===== src/bovl_pkg.sv =====
// Shared types and codes for the bounded ordered value list.
`timescale 1ns / 1ps

package bovl_pkg;

   localparam int VALUE_W = 32;

   localparam logic [1:0] OP_INSERT = 2'd0;
   localparam logic [1:0] OP_APPEND = 2'd1;
   localparam logic [1:0] OP_REMOVE = 2'd2;
   localparam logic [1:0] OP_LIST   = 2'd3;

   localparam logic [2:0] STS_DONE      = 3'd0;
   localparam logic [2:0] STS_FULL      = 3'd1;
   localparam logic [2:0] STS_NOT_FOUND = 3'd2;
   localparam logic [2:0] STS_LISTED    = 3'd3;
   localparam logic [2:0] STS_EMPTY     = 3'd4;

   typedef struct packed {
      logic [1:0]         op;
      logic [VALUE_W-1:0] value;
   } cmd_type;

endpackage


===== src/bovl_front.sv =====
// Request intake: accepts requests and queues them as commands for the list engine.
`timescale 1ns / 1ps

module bovl_front (
   input  logic                             clock,
   input  logic                             reset,
   input  logic                             req_tvalid,
   output logic                             req_tready,
   input  logic [bovl_pkg::VALUE_W-1:0]     req_tdata,   // [31:0] item_value
   input  logic [1:0]                       req_tuser,   // [1:0] req_type
   output logic                             cmd_valid,
   output bovl_pkg::cmd_type                cmd,
   input  logic                             cmd_pop
);

   bovl_pkg::cmd_type slot_ff [2];
   logic              wr_ptr_ff, wr_ptr_in;
   logic              rd_ptr_ff, rd_ptr_in;
   logic [1:0]        fill_ff, fill_in;
   logic              push;
   logic              pop;

   assign req_tready = (fill_ff != 2'd2);
   assign push       = req_tvalid && req_tready;
   assign cmd_valid  = (fill_ff != 2'd0);
   assign pop        = cmd_pop && cmd_valid;
   assign cmd        = slot_ff[rd_ptr_ff];

   always_comb begin
      wr_ptr_in = push ? ~wr_ptr_ff : wr_ptr_ff;
      rd_ptr_in = pop ? ~rd_ptr_ff : rd_ptr_ff;
      fill_in   = fill_ff + {1'b0, push} - {1'b0, pop};
   end

   always_ff @(posedge clock) begin
      if (reset) begin
         wr_ptr_ff <= 1'b0;
         rd_ptr_ff <= 1'b0;
         fill_ff   <= 2'd0;
      end else begin
         wr_ptr_ff <= wr_ptr_in;
         rd_ptr_ff <= rd_ptr_in;
         fill_ff   <= fill_in;
      end
   end

   always_ff @(posedge clock) begin
      if (push) begin
         slot_ff[wr_ptr_ff].op    <= req_tuser;
         slot_ff[wr_ptr_ff].value <= req_tdata;
      end
   end

endmodule


===== src/bovl_back.sv =====
// List engine: carries out queued commands on a circular entry store and drives results.
`timescale 1ns / 1ps

module bovl_back #(
   parameter int DEPTH = 16
) (
   input  logic                             clock,
   input  logic                             reset,
   input  logic                             cmd_valid,
   input  bovl_pkg::cmd_type                cmd,
   output logic                             cmd_pop,
   output logic                             rsp_tvalid,
   input  logic                             rsp_tready,
   output logic [bovl_pkg::VALUE_W-1:0]     rsp_tdata,
   output logic [2:0]                       rsp_tuser,
   output logic                             rsp_tlast
);

   localparam int IW = (DEPTH > 1) ? $clog2(DEPTH) : 1;
   localparam int CW = $clog2(DEPTH + 1);
   localparam int SW = CW + 1;

   localparam logic [2:0] ST_IDLE    = 3'd0;
   localparam logic [2:0] ST_LIST_RD = 3'd1;
   localparam logic [2:0] ST_LIST_EM = 3'd2;
   localparam logic [2:0] ST_RM_RD   = 3'd3;
   localparam logic [2:0] ST_RM_CMP  = 3'd4;
   localparam logic [2:0] ST_SH_RD   = 3'd5;
   localparam logic [2:0] ST_SH_WR   = 3'd6;
   localparam logic [2:0] ST_FIN     = 3'd7;

   logic [bovl_pkg::VALUE_W-1:0] mem [DEPTH];
   logic [bovl_pkg::VALUE_W-1:0] rd_data_ff;

   logic [2:0]                   state_ff, state_in;
   logic [CW-1:0]                idx_ff, idx_in;
   logic [CW-1:0]                count_ff, count_in;
   logic [IW-1:0]                head_ff, head_in;
   logic [bovl_pkg::VALUE_W-1:0] val_ff, val_in;
   logic [2:0]                   fin_sts_ff, fin_sts_in;

   logic                         rsp_valid_ff, rsp_valid_in;
   logic [bovl_pkg::VALUE_W-1:0] rsp_data_ff, rsp_data_in;
   logic [2:0]                   rsp_user_ff, rsp_user_in;
   logic                         rsp_last_ff, rsp_last_in;

   logic                         mem_we;
   logic [IW-1:0]                mem_wa;
   logic [bovl_pkg::VALUE_W-1:0] mem_wd;
   logic                         mem_re;
   logic [IW-1:0]                mem_ra;

   logic                         out_free;
   logic                         emit;
   logic [bovl_pkg::VALUE_W-1:0] emit_data;
   logic [2:0]                   emit_user;
   logic                         emit_last;
   logic [CW-1:0]                idx_nx;
   logic [IW-1:0]                head_dec;

   function automatic logic [IW-1:0] phys(input logic [IW-1:0] base,
                                          input logic [CW-1:0] off);
      logic [SW-1:0] s;
      s = SW'(base) + SW'(off);
      if (s >= SW'(DEPTH)) s = s - SW'(DEPTH);
      return s[IW-1:0];
   endfunction

   assign out_free = !rsp_valid_ff || rsp_tready;
   assign idx_nx   = idx_ff + 1'b1;
   assign head_dec = (head_ff == '0) ? IW'(DEPTH - 1) : head_ff - 1'b1;

   always_comb begin
      state_in   = state_ff;
      idx_in     = idx_ff;
      count_in   = count_ff;
      head_in    = head_ff;
      val_in     = val_ff;
      fin_sts_in = fin_sts_ff;
      cmd_pop    = 1'b0;
      mem_we     = 1'b0;
      mem_wa     = '0;
      mem_wd     = '0;
      mem_re     = 1'b0;
      mem_ra     = '0;
      emit       = 1'b0;
      emit_data  = '0;
      emit_user  = bovl_pkg::STS_DONE;
      emit_last  = 1'b1;
      unique case (state_ff)
         ST_IDLE: begin
            if (cmd_valid && out_free) begin
               cmd_pop = 1'b1;
               val_in  = cmd.value;
               idx_in  = '0;
               unique case (cmd.op) inside
                  bovl_pkg::OP_INSERT, bovl_pkg::OP_APPEND: begin
                     emit = 1'b1;
                     if (count_ff == CW'(DEPTH)) begin
                        emit_user = bovl_pkg::STS_FULL;
                     end else begin
                        mem_we   = 1'b1;
                        mem_wd   = cmd.value;
                        count_in = count_ff + 1'b1;
                        if (cmd.op == bovl_pkg::OP_INSERT) begin
                           mem_wa  = head_dec;
                           head_in = head_dec;
                        end else begin
                           mem_wa = phys(head_ff, count_ff);
                        end
                     end
                  end
                  bovl_pkg::OP_REMOVE: begin
                     if (count_ff == '0) begin
                        emit      = 1'b1;
                        emit_user = bovl_pkg::STS_NOT_FOUND;
                     end else begin
                        state_in = ST_RM_RD;
                     end
                  end
                  default: begin
                     if (count_ff == '0) begin
                        emit      = 1'b1;
                        emit_user = bovl_pkg::STS_EMPTY;
                     end else begin
                        state_in = ST_LIST_RD;
                     end
                  end
               endcase
            end
         end
         ST_LIST_RD: begin
            mem_re   = 1'b1;
            mem_ra   = phys(head_ff, idx_ff);
            state_in = ST_LIST_EM;
         end
         ST_LIST_EM: begin
            if (out_free) begin
               emit      = 1'b1;
               emit_data = rd_data_ff;
               emit_user = bovl_pkg::STS_LISTED;
               emit_last = (idx_nx == count_ff);
               idx_in    = idx_nx;
               state_in  = (idx_nx == count_ff) ? ST_IDLE : ST_LIST_RD;
            end
         end
         ST_RM_RD: begin
            mem_re   = 1'b1;
            mem_ra   = phys(head_ff, idx_ff);
            state_in = ST_RM_CMP;
         end
         ST_RM_CMP: begin
            if (rd_data_ff == val_ff) begin
               fin_sts_in = bovl_pkg::STS_DONE;
               state_in   = (idx_nx < count_ff) ? ST_SH_RD : ST_FIN;
            end else if (idx_nx == count_ff) begin
               fin_sts_in = bovl_pkg::STS_NOT_FOUND;
               state_in   = ST_FIN;
            end else begin
               idx_in   = idx_nx;
               state_in = ST_RM_RD;
            end
         end
         ST_SH_RD: begin
            mem_re   = 1'b1;
            mem_ra   = phys(head_ff, idx_nx);
            state_in = ST_SH_WR;
         end
         ST_SH_WR: begin
            mem_we   = 1'b1;
            mem_wa   = phys(head_ff, idx_ff);
            mem_wd   = rd_data_ff;
            idx_in   = idx_nx;
            state_in = ((idx_nx + 1'b1) < count_ff) ? ST_SH_RD : ST_FIN;
         end
         ST_FIN: begin
            if (out_free) begin
               emit      = 1'b1;
               emit_user = fin_sts_ff;
               if (fin_sts_ff == bovl_pkg::STS_DONE) begin
                  emit_data = val_ff;
                  count_in  = count_ff - 1'b1;
               end
               state_in = ST_IDLE;
            end
         end
         default: begin
            state_in = ST_IDLE;
         end
      endcase
   end

   always_comb begin
      rsp_valid_in = rsp_valid_ff;
      rsp_data_in  = rsp_data_ff;
      rsp_user_in  = rsp_user_ff;
      rsp_last_in  = rsp_last_ff;
      if (emit) begin
         rsp_valid_in = 1'b1;
         rsp_data_in  = emit_data;
         rsp_user_in  = emit_user;
         rsp_last_in  = emit_last;
      end else if (rsp_tready) begin
         rsp_valid_in = 1'b0;
      end
   end

   always_ff @(posedge clock) begin
      if (reset) begin
         state_ff     <= ST_IDLE;
         idx_ff       <= '0;
         count_ff     <= '0;
         head_ff      <= '0;
         rsp_valid_ff <= 1'b0;
      end else begin
         state_ff     <= state_in;
         idx_ff       <= idx_in;
         count_ff     <= count_in;
         head_ff      <= head_in;
         rsp_valid_ff <= rsp_valid_in;
      end
   end

   always_ff @(posedge clock) begin
      val_ff      <= val_in;
      fin_sts_ff  <= fin_sts_in;
      rsp_data_ff <= rsp_data_in;
      rsp_user_ff <= rsp_user_in;
      rsp_last_ff <= rsp_last_in;
   end

   always_ff @(posedge clock) begin
      if (mem_we) begin
         mem[mem_wa] <= mem_wd;
      end
      if (mem_re) begin
         rd_data_ff <= mem[mem_ra];
      end
   end

   assign rsp_tvalid = rsp_valid_ff;
   assign rsp_tdata  = rsp_data_ff;
   assign rsp_tuser  = rsp_user_ff;
   assign rsp_tlast  = rsp_last_ff;

`ifndef SYNTHESIS
   a_count_bound: assert property (@(posedge clock) disable iff (reset)
      count_ff <= CW'(DEPTH))
      else $error("entry count above depth");

   a_busy_nonempty: assert property (@(posedge clock) disable iff (reset)
      (state_ff != ST_IDLE) |-> (count_ff != '0))
      else $error("engine busy on an empty list");

   a_idx_in_range: assert property (@(posedge clock) disable iff (reset)
      (state_ff != ST_IDLE && state_ff != ST_FIN) |-> (idx_ff < count_ff))
      else $error("walk index past the end of the list");

   a_pop_only_idle: assert property (@(posedge clock) disable iff (reset)
      cmd_pop |-> (state_ff == ST_IDLE && out_free))
      else $error("command taken while engine busy");
`endif

endmodule


===== src/bounded_ordered_value_list_unit.sv =====
// Top level of the bounded ordered value list: request queue and list engine.
`timescale 1ns / 1ps

// Keeps up to DEPTH unsigned 32-bit values in order in a circular single-port store.
// A request is registered in the queue before it reaches the engine. Insert-front,
// append-back, a full list, a listing of an empty list and a removal from an
// empty list then finish in the idle state. With a registered store read, a listing
// reads then emits each entry; a removal reads and compares entries in turn, moves
// each later entry up by a read and a write, then emits its result. Up to two
// requests queue ahead of the engine. A single result register drives the result
// channel; the engine takes a new request, and emits each result, only once that
// register is free or being taken, so a stalled result channel stalls the engine.

module bounded_ordered_value_list_unit #(
   parameter int DEPTH = 16
) (
   input  logic        clock,
   input  logic        reset,
   input  logic        req_tvalid,
   output logic        req_tready,
   input  logic [31:0] req_tdata,   // [31:0] item_value
   input  logic [1:0]  req_tuser,   // [1:0] req_type
   output logic        rsp_tvalid,
   input  logic        rsp_tready,
   output logic [31:0] rsp_tdata,   // [31:0] out_value
   output logic [2:0]  rsp_tuser,   // [2:0] status
   output logic        rsp_tlast
);

   bovl_pkg::cmd_type cmd;
   logic              cmd_valid;
   logic              cmd_pop;

   bovl_front u_front (
      .clock      (clock),
      .reset      (reset),
      .req_tvalid (req_tvalid),
      .req_tready (req_tready),
      .req_tdata  (req_tdata),
      .req_tuser  (req_tuser),
      .cmd_valid  (cmd_valid),
      .cmd        (cmd),
      .cmd_pop    (cmd_pop)
   );

   bovl_back #(
      .DEPTH (DEPTH)
   ) u_back (
      .clock      (clock),
      .reset      (reset),
      .cmd_valid  (cmd_valid),
      .cmd        (cmd),
      .cmd_pop    (cmd_pop),
      .rsp_tvalid (rsp_tvalid),
      .rsp_tready (rsp_tready),
      .rsp_tdata  (rsp_tdata),
      .rsp_tuser  (rsp_tuser),
      .rsp_tlast  (rsp_tlast)
   );

endmodule

===== config.mk =====
export PLATFORM = sky130hd
export DESIGN_NAME = bounded_ordered_value_list_unit
export DESIGN_NICKNAME = d
export VERILOG_FILES = /design/src/bovl_pkg.sv /design/src/bovl_front.sv /design/src/bovl_back.sv /design/src/bounded_ordered_value_list_unit.sv
export SDC_FILE = /design/constraint.sdc
export NUM_CORES = 1
export LEC_CHECK = 0
export BUFFER_PORTS_ARGS = -buffer_cell sky130_fd_sc_hd__buf_2
export CAP_MARGIN = 0
export CORE_UTILIZATION = 60
export DETAILED_ROUTE_END_ITERATION = 10
export PLACE_DENSITY_LB_ADDON = 0.1
export SYNTH_ARGS = -nofsm -noshare
export SYNTH_HDL_FRONTEND = slang
export SYNTH_SLANG_ARGS = --single-unit

===== constraint.sdc =====
create_clock -name clock -period 5.1 [get_ports clock]
set_input_delay 0.51 -clock clock [delete_from_list [all_inputs] [get_ports clock]]
set_output_delay 0.51 -clock clock [all_outputs]
set_load 0.005 [all_outputs]

==> qor.yml <==
global_routing:
  antenna_found_initial: 1
  track_usage_pct: 28.3
  grt_max_degree: 129
  grt_pass1_wl_mm: 100
  grt_pass1_vias: 16300
  gr-total-overflow: 0
cts:
  clock_latency_ns: 0.61
  cts_buffers: 72
  post_cts_resized: 0
  path_clk_slew_ns: 0.06
  tritoncts: "built"
  htree_levels: 3
  cts_buffer_depth: 3
  cts_setup_buffers: 0
  cts_root_buffer: "clkbuf_16"
  ctsHoldBuffers: 0
  clock_sinks: 704
setup_path:
  slowest_stage: "nor2_4"
  cp.depth: 8
  worstSetupPathType: "flip-flop to flip-flop"
  end_kind: "flip-flop"
  path_cells: "nor2_1 -> nor4b_4 -> and3_2 -> nand2_2 -> o21ai_0 -> nand2b_1 -> nor2_4 -> buf_4"
  worst-path-buf-inv: 1
  cp_data_required_time_ns: 5.37
  slowest_delay_ns: 0.62
  crit_family: "simple AND/OR/NAND/NOR gates"
  cp_max_fo: 21
  arrival_ns: 4.06
  cp-start-kind: "flip-flop"
  reg2reg_depth: 8
detailed_routing:
  initialDrtViolationCount: 1739
  vias: 16800
  dr.max_layer_used: "met4"
  vias_per_cell: 6.37
  wire_per_inst_um: 25.6
  post-route-drc-count: 14
  dr.pass1.iters: 8
  finalWirelength_mm: 67.3
  met1Wirelength_mm: 28.8
  wl_met3_mm: 6.42
  route.met2.wl_mm: 30.5
  antenna_left: 0
layout:
  drive_gt1_share_pct: 15.3
  diodes: 0
  final_nets: 2041
  fin_util_pct: 68.3
  final_area_sq_um: 31900
  instances_no_fill: 2634
  fillers: 3131
  area_delta_synth_final_pct: 11.7
floorplan:
  rows: 79
  die_w_um: 220
  dieArea_sq_um: 48500
  core_sq_um: 46800
  die_height_um: 220
  initial_core_util_pct: 61.1
  pin_count: 76
timing:
  fin_crit_ns: 3.79
  timing.fmax_mhz: 264
  tightestPinTransition_ns: 1.17
  final-hold-violation-count: 0
  setup_tns_ns: 0
  drv_slew: 0
  grt_setup_unrepaired: "no"
  setup_ws_ns: 1.31
  timing.final.crit_share_pct: 74.3
  skew_ns: 0.0235
  setup_viol: 0
  holdWs_ns: 0.101
  max_slew_margin_pct: 21.2
synthesis:
  synth.most_common_cell: "edfxtp_1"
  ys_top_cells_by_count: "edfxtp_1, nand2_1, nand3_1"
  synth_top_cell_by_area: "edfxtp_1"
  yosysWarnings: 0
  ys_seq_area_share_pct: 73.2
  syn_avg_cell_area_sq_um: 15.1
  yosys.area.top_type_share_pct: 71.6
  ys_types: 61
  synth_edf_count: 681
  synthArstFlopShare_pct: 0
  synthCells: 1893
  synth_seq_cells: 704
  yosys-top-cells-area: "edfxtp_1, nand2_1, nand3_1"
  syn-num-nets: 1962
  syn_area_sq_um: 28600
  ys.flop_type: "edfxtp_1"
run_status:
  outcome: "complete, but fails checks"
  violations: "design-rule violations"
worst_hold_path:
  hp-class: "primary input to flip-flop"
  hold_depth: 1
placement:
  gp_routability_congestion: 0.918
  portBuffers: 75
  pre_cts_ws_ns: 1.39
  dp_cells: 2505
  hpwl_mm: 40.8
  post_dp_cell_area_sq_um: 29700
power:
  p_switching_mw: 4.69
  pwr-share-seq_pct: 49.3
  peakVddDrop_mv: 0.315
  swShare_pct: 29.0
  p_clk_share_pct: 31.0
  p_per_area_nw_per_um2: 506
  power_mw: 16.2
  comb_power_share_pct: 19.7
  internal_power_mw: 11.5
  power.leakage_nw: 10.9
job:
  maxCapViolCount: 0
metal layers:
metal,GRT usage (%),vias up
met1,42.1,8429
met2,42.8,803
li1,-,7430
met5,0,-
met4,8.39,0
met3,5.51,107
cells in the final DEF (no fill, tap or decap), types with 14 or more instances in the layout:
| cell | n |
|---|---|
| a211oi_1 | 14 |
| a21oi_1 | 15 |
| a22o_1 | 64 |
| a22oi_1 | 22 |
| a31oi_1 | 35 |
| and3_1 | 35 |
| buf_2 | 75 |
| buf_4 | 36 |
| clkbuf_1 | 17 |
| clkbuf_16 | 75 |
| clkinv_1 | 15 |
| dfxtp_1 | 22 |
| edfxtp_1 | 681 |
| ha_1 | 27 |
| inv_1 | 28 |
| mux2_2 | 33 |
| mux2i_1 | 49 |
| mux4_2 | 22 |
| nand2_1 | 306 |
| nand3_1 | 167 |
| nor2_1 | 29 |
| nor2_4 | 19 |
| o221ai_1 | 43 |
| xnor2_1 | 46 |
flip-flops by register name, summed over array words and instances, names as in the netlist, 2 cells and up, named ones only:
name               flops
u_back.count_ff        5
u_back.head_ff         4
u_back.idx_ff          5
u_back.mem           512
u_back.rd_data_ff     32
u_back.rsp_tdata      32
u_back.rsp_tuser       3
u_back.state_ff        3
u_back.val_ff         32
u_front.fill_ff        2
u_front.slot_ff       68
worst paths after layout:
path | slack (ns) | endpoint | startpoint
worst min-delay path | 0.10 | u_front.slot_ff[1][15] | req_tdata[15]
worst max register to register | 1.31 | u_back.mem[14][18] | u_back.state_ff[2]
worst min register to register | 0.51 | u_back.idx_ff[4] | u_back.idx_ff[4]
worst max-delay path | 1.31 | u_back.mem[14][18] | u_back.state_ff[2]
area by class of cell:
type,count,area [sq um],area share [%]
Clock buffer,92,1940,6.08
Clock inverter,37,292,0.913
Inverter,28,105,0.329
Multi-Input combinational cell,1051,7200,22.5
Sequential cell,704,20900,65.5
Tap cell,607,759,2.38
Timing Repair Buffer,115,726,2.27
power groups by stage:
stage	Clock (mW)	Combinational [mW]	Sequential, mW
final	5.01	3.18	7.96
after global routing	5.30	3.44	8.03
after CTS	5.07	3.18	7.96
after detailed placement	0	3.16	8.08
after global placement	0	3.10	8.04
after floorplan	0	1.96	7.99
cells by family after synthesis:
kind of cell	synth area share, %
flip-flops	73.2
AO/OA/AOI/OAI	6.81
adder cells (fa/ha/maj)	1.46
multiplexers	4.88
XOR/XNOR	1.77
buffers and inverters	2.36
AND/OR/NAND/NOR	9.54
(Power assumes the default switching activity.)
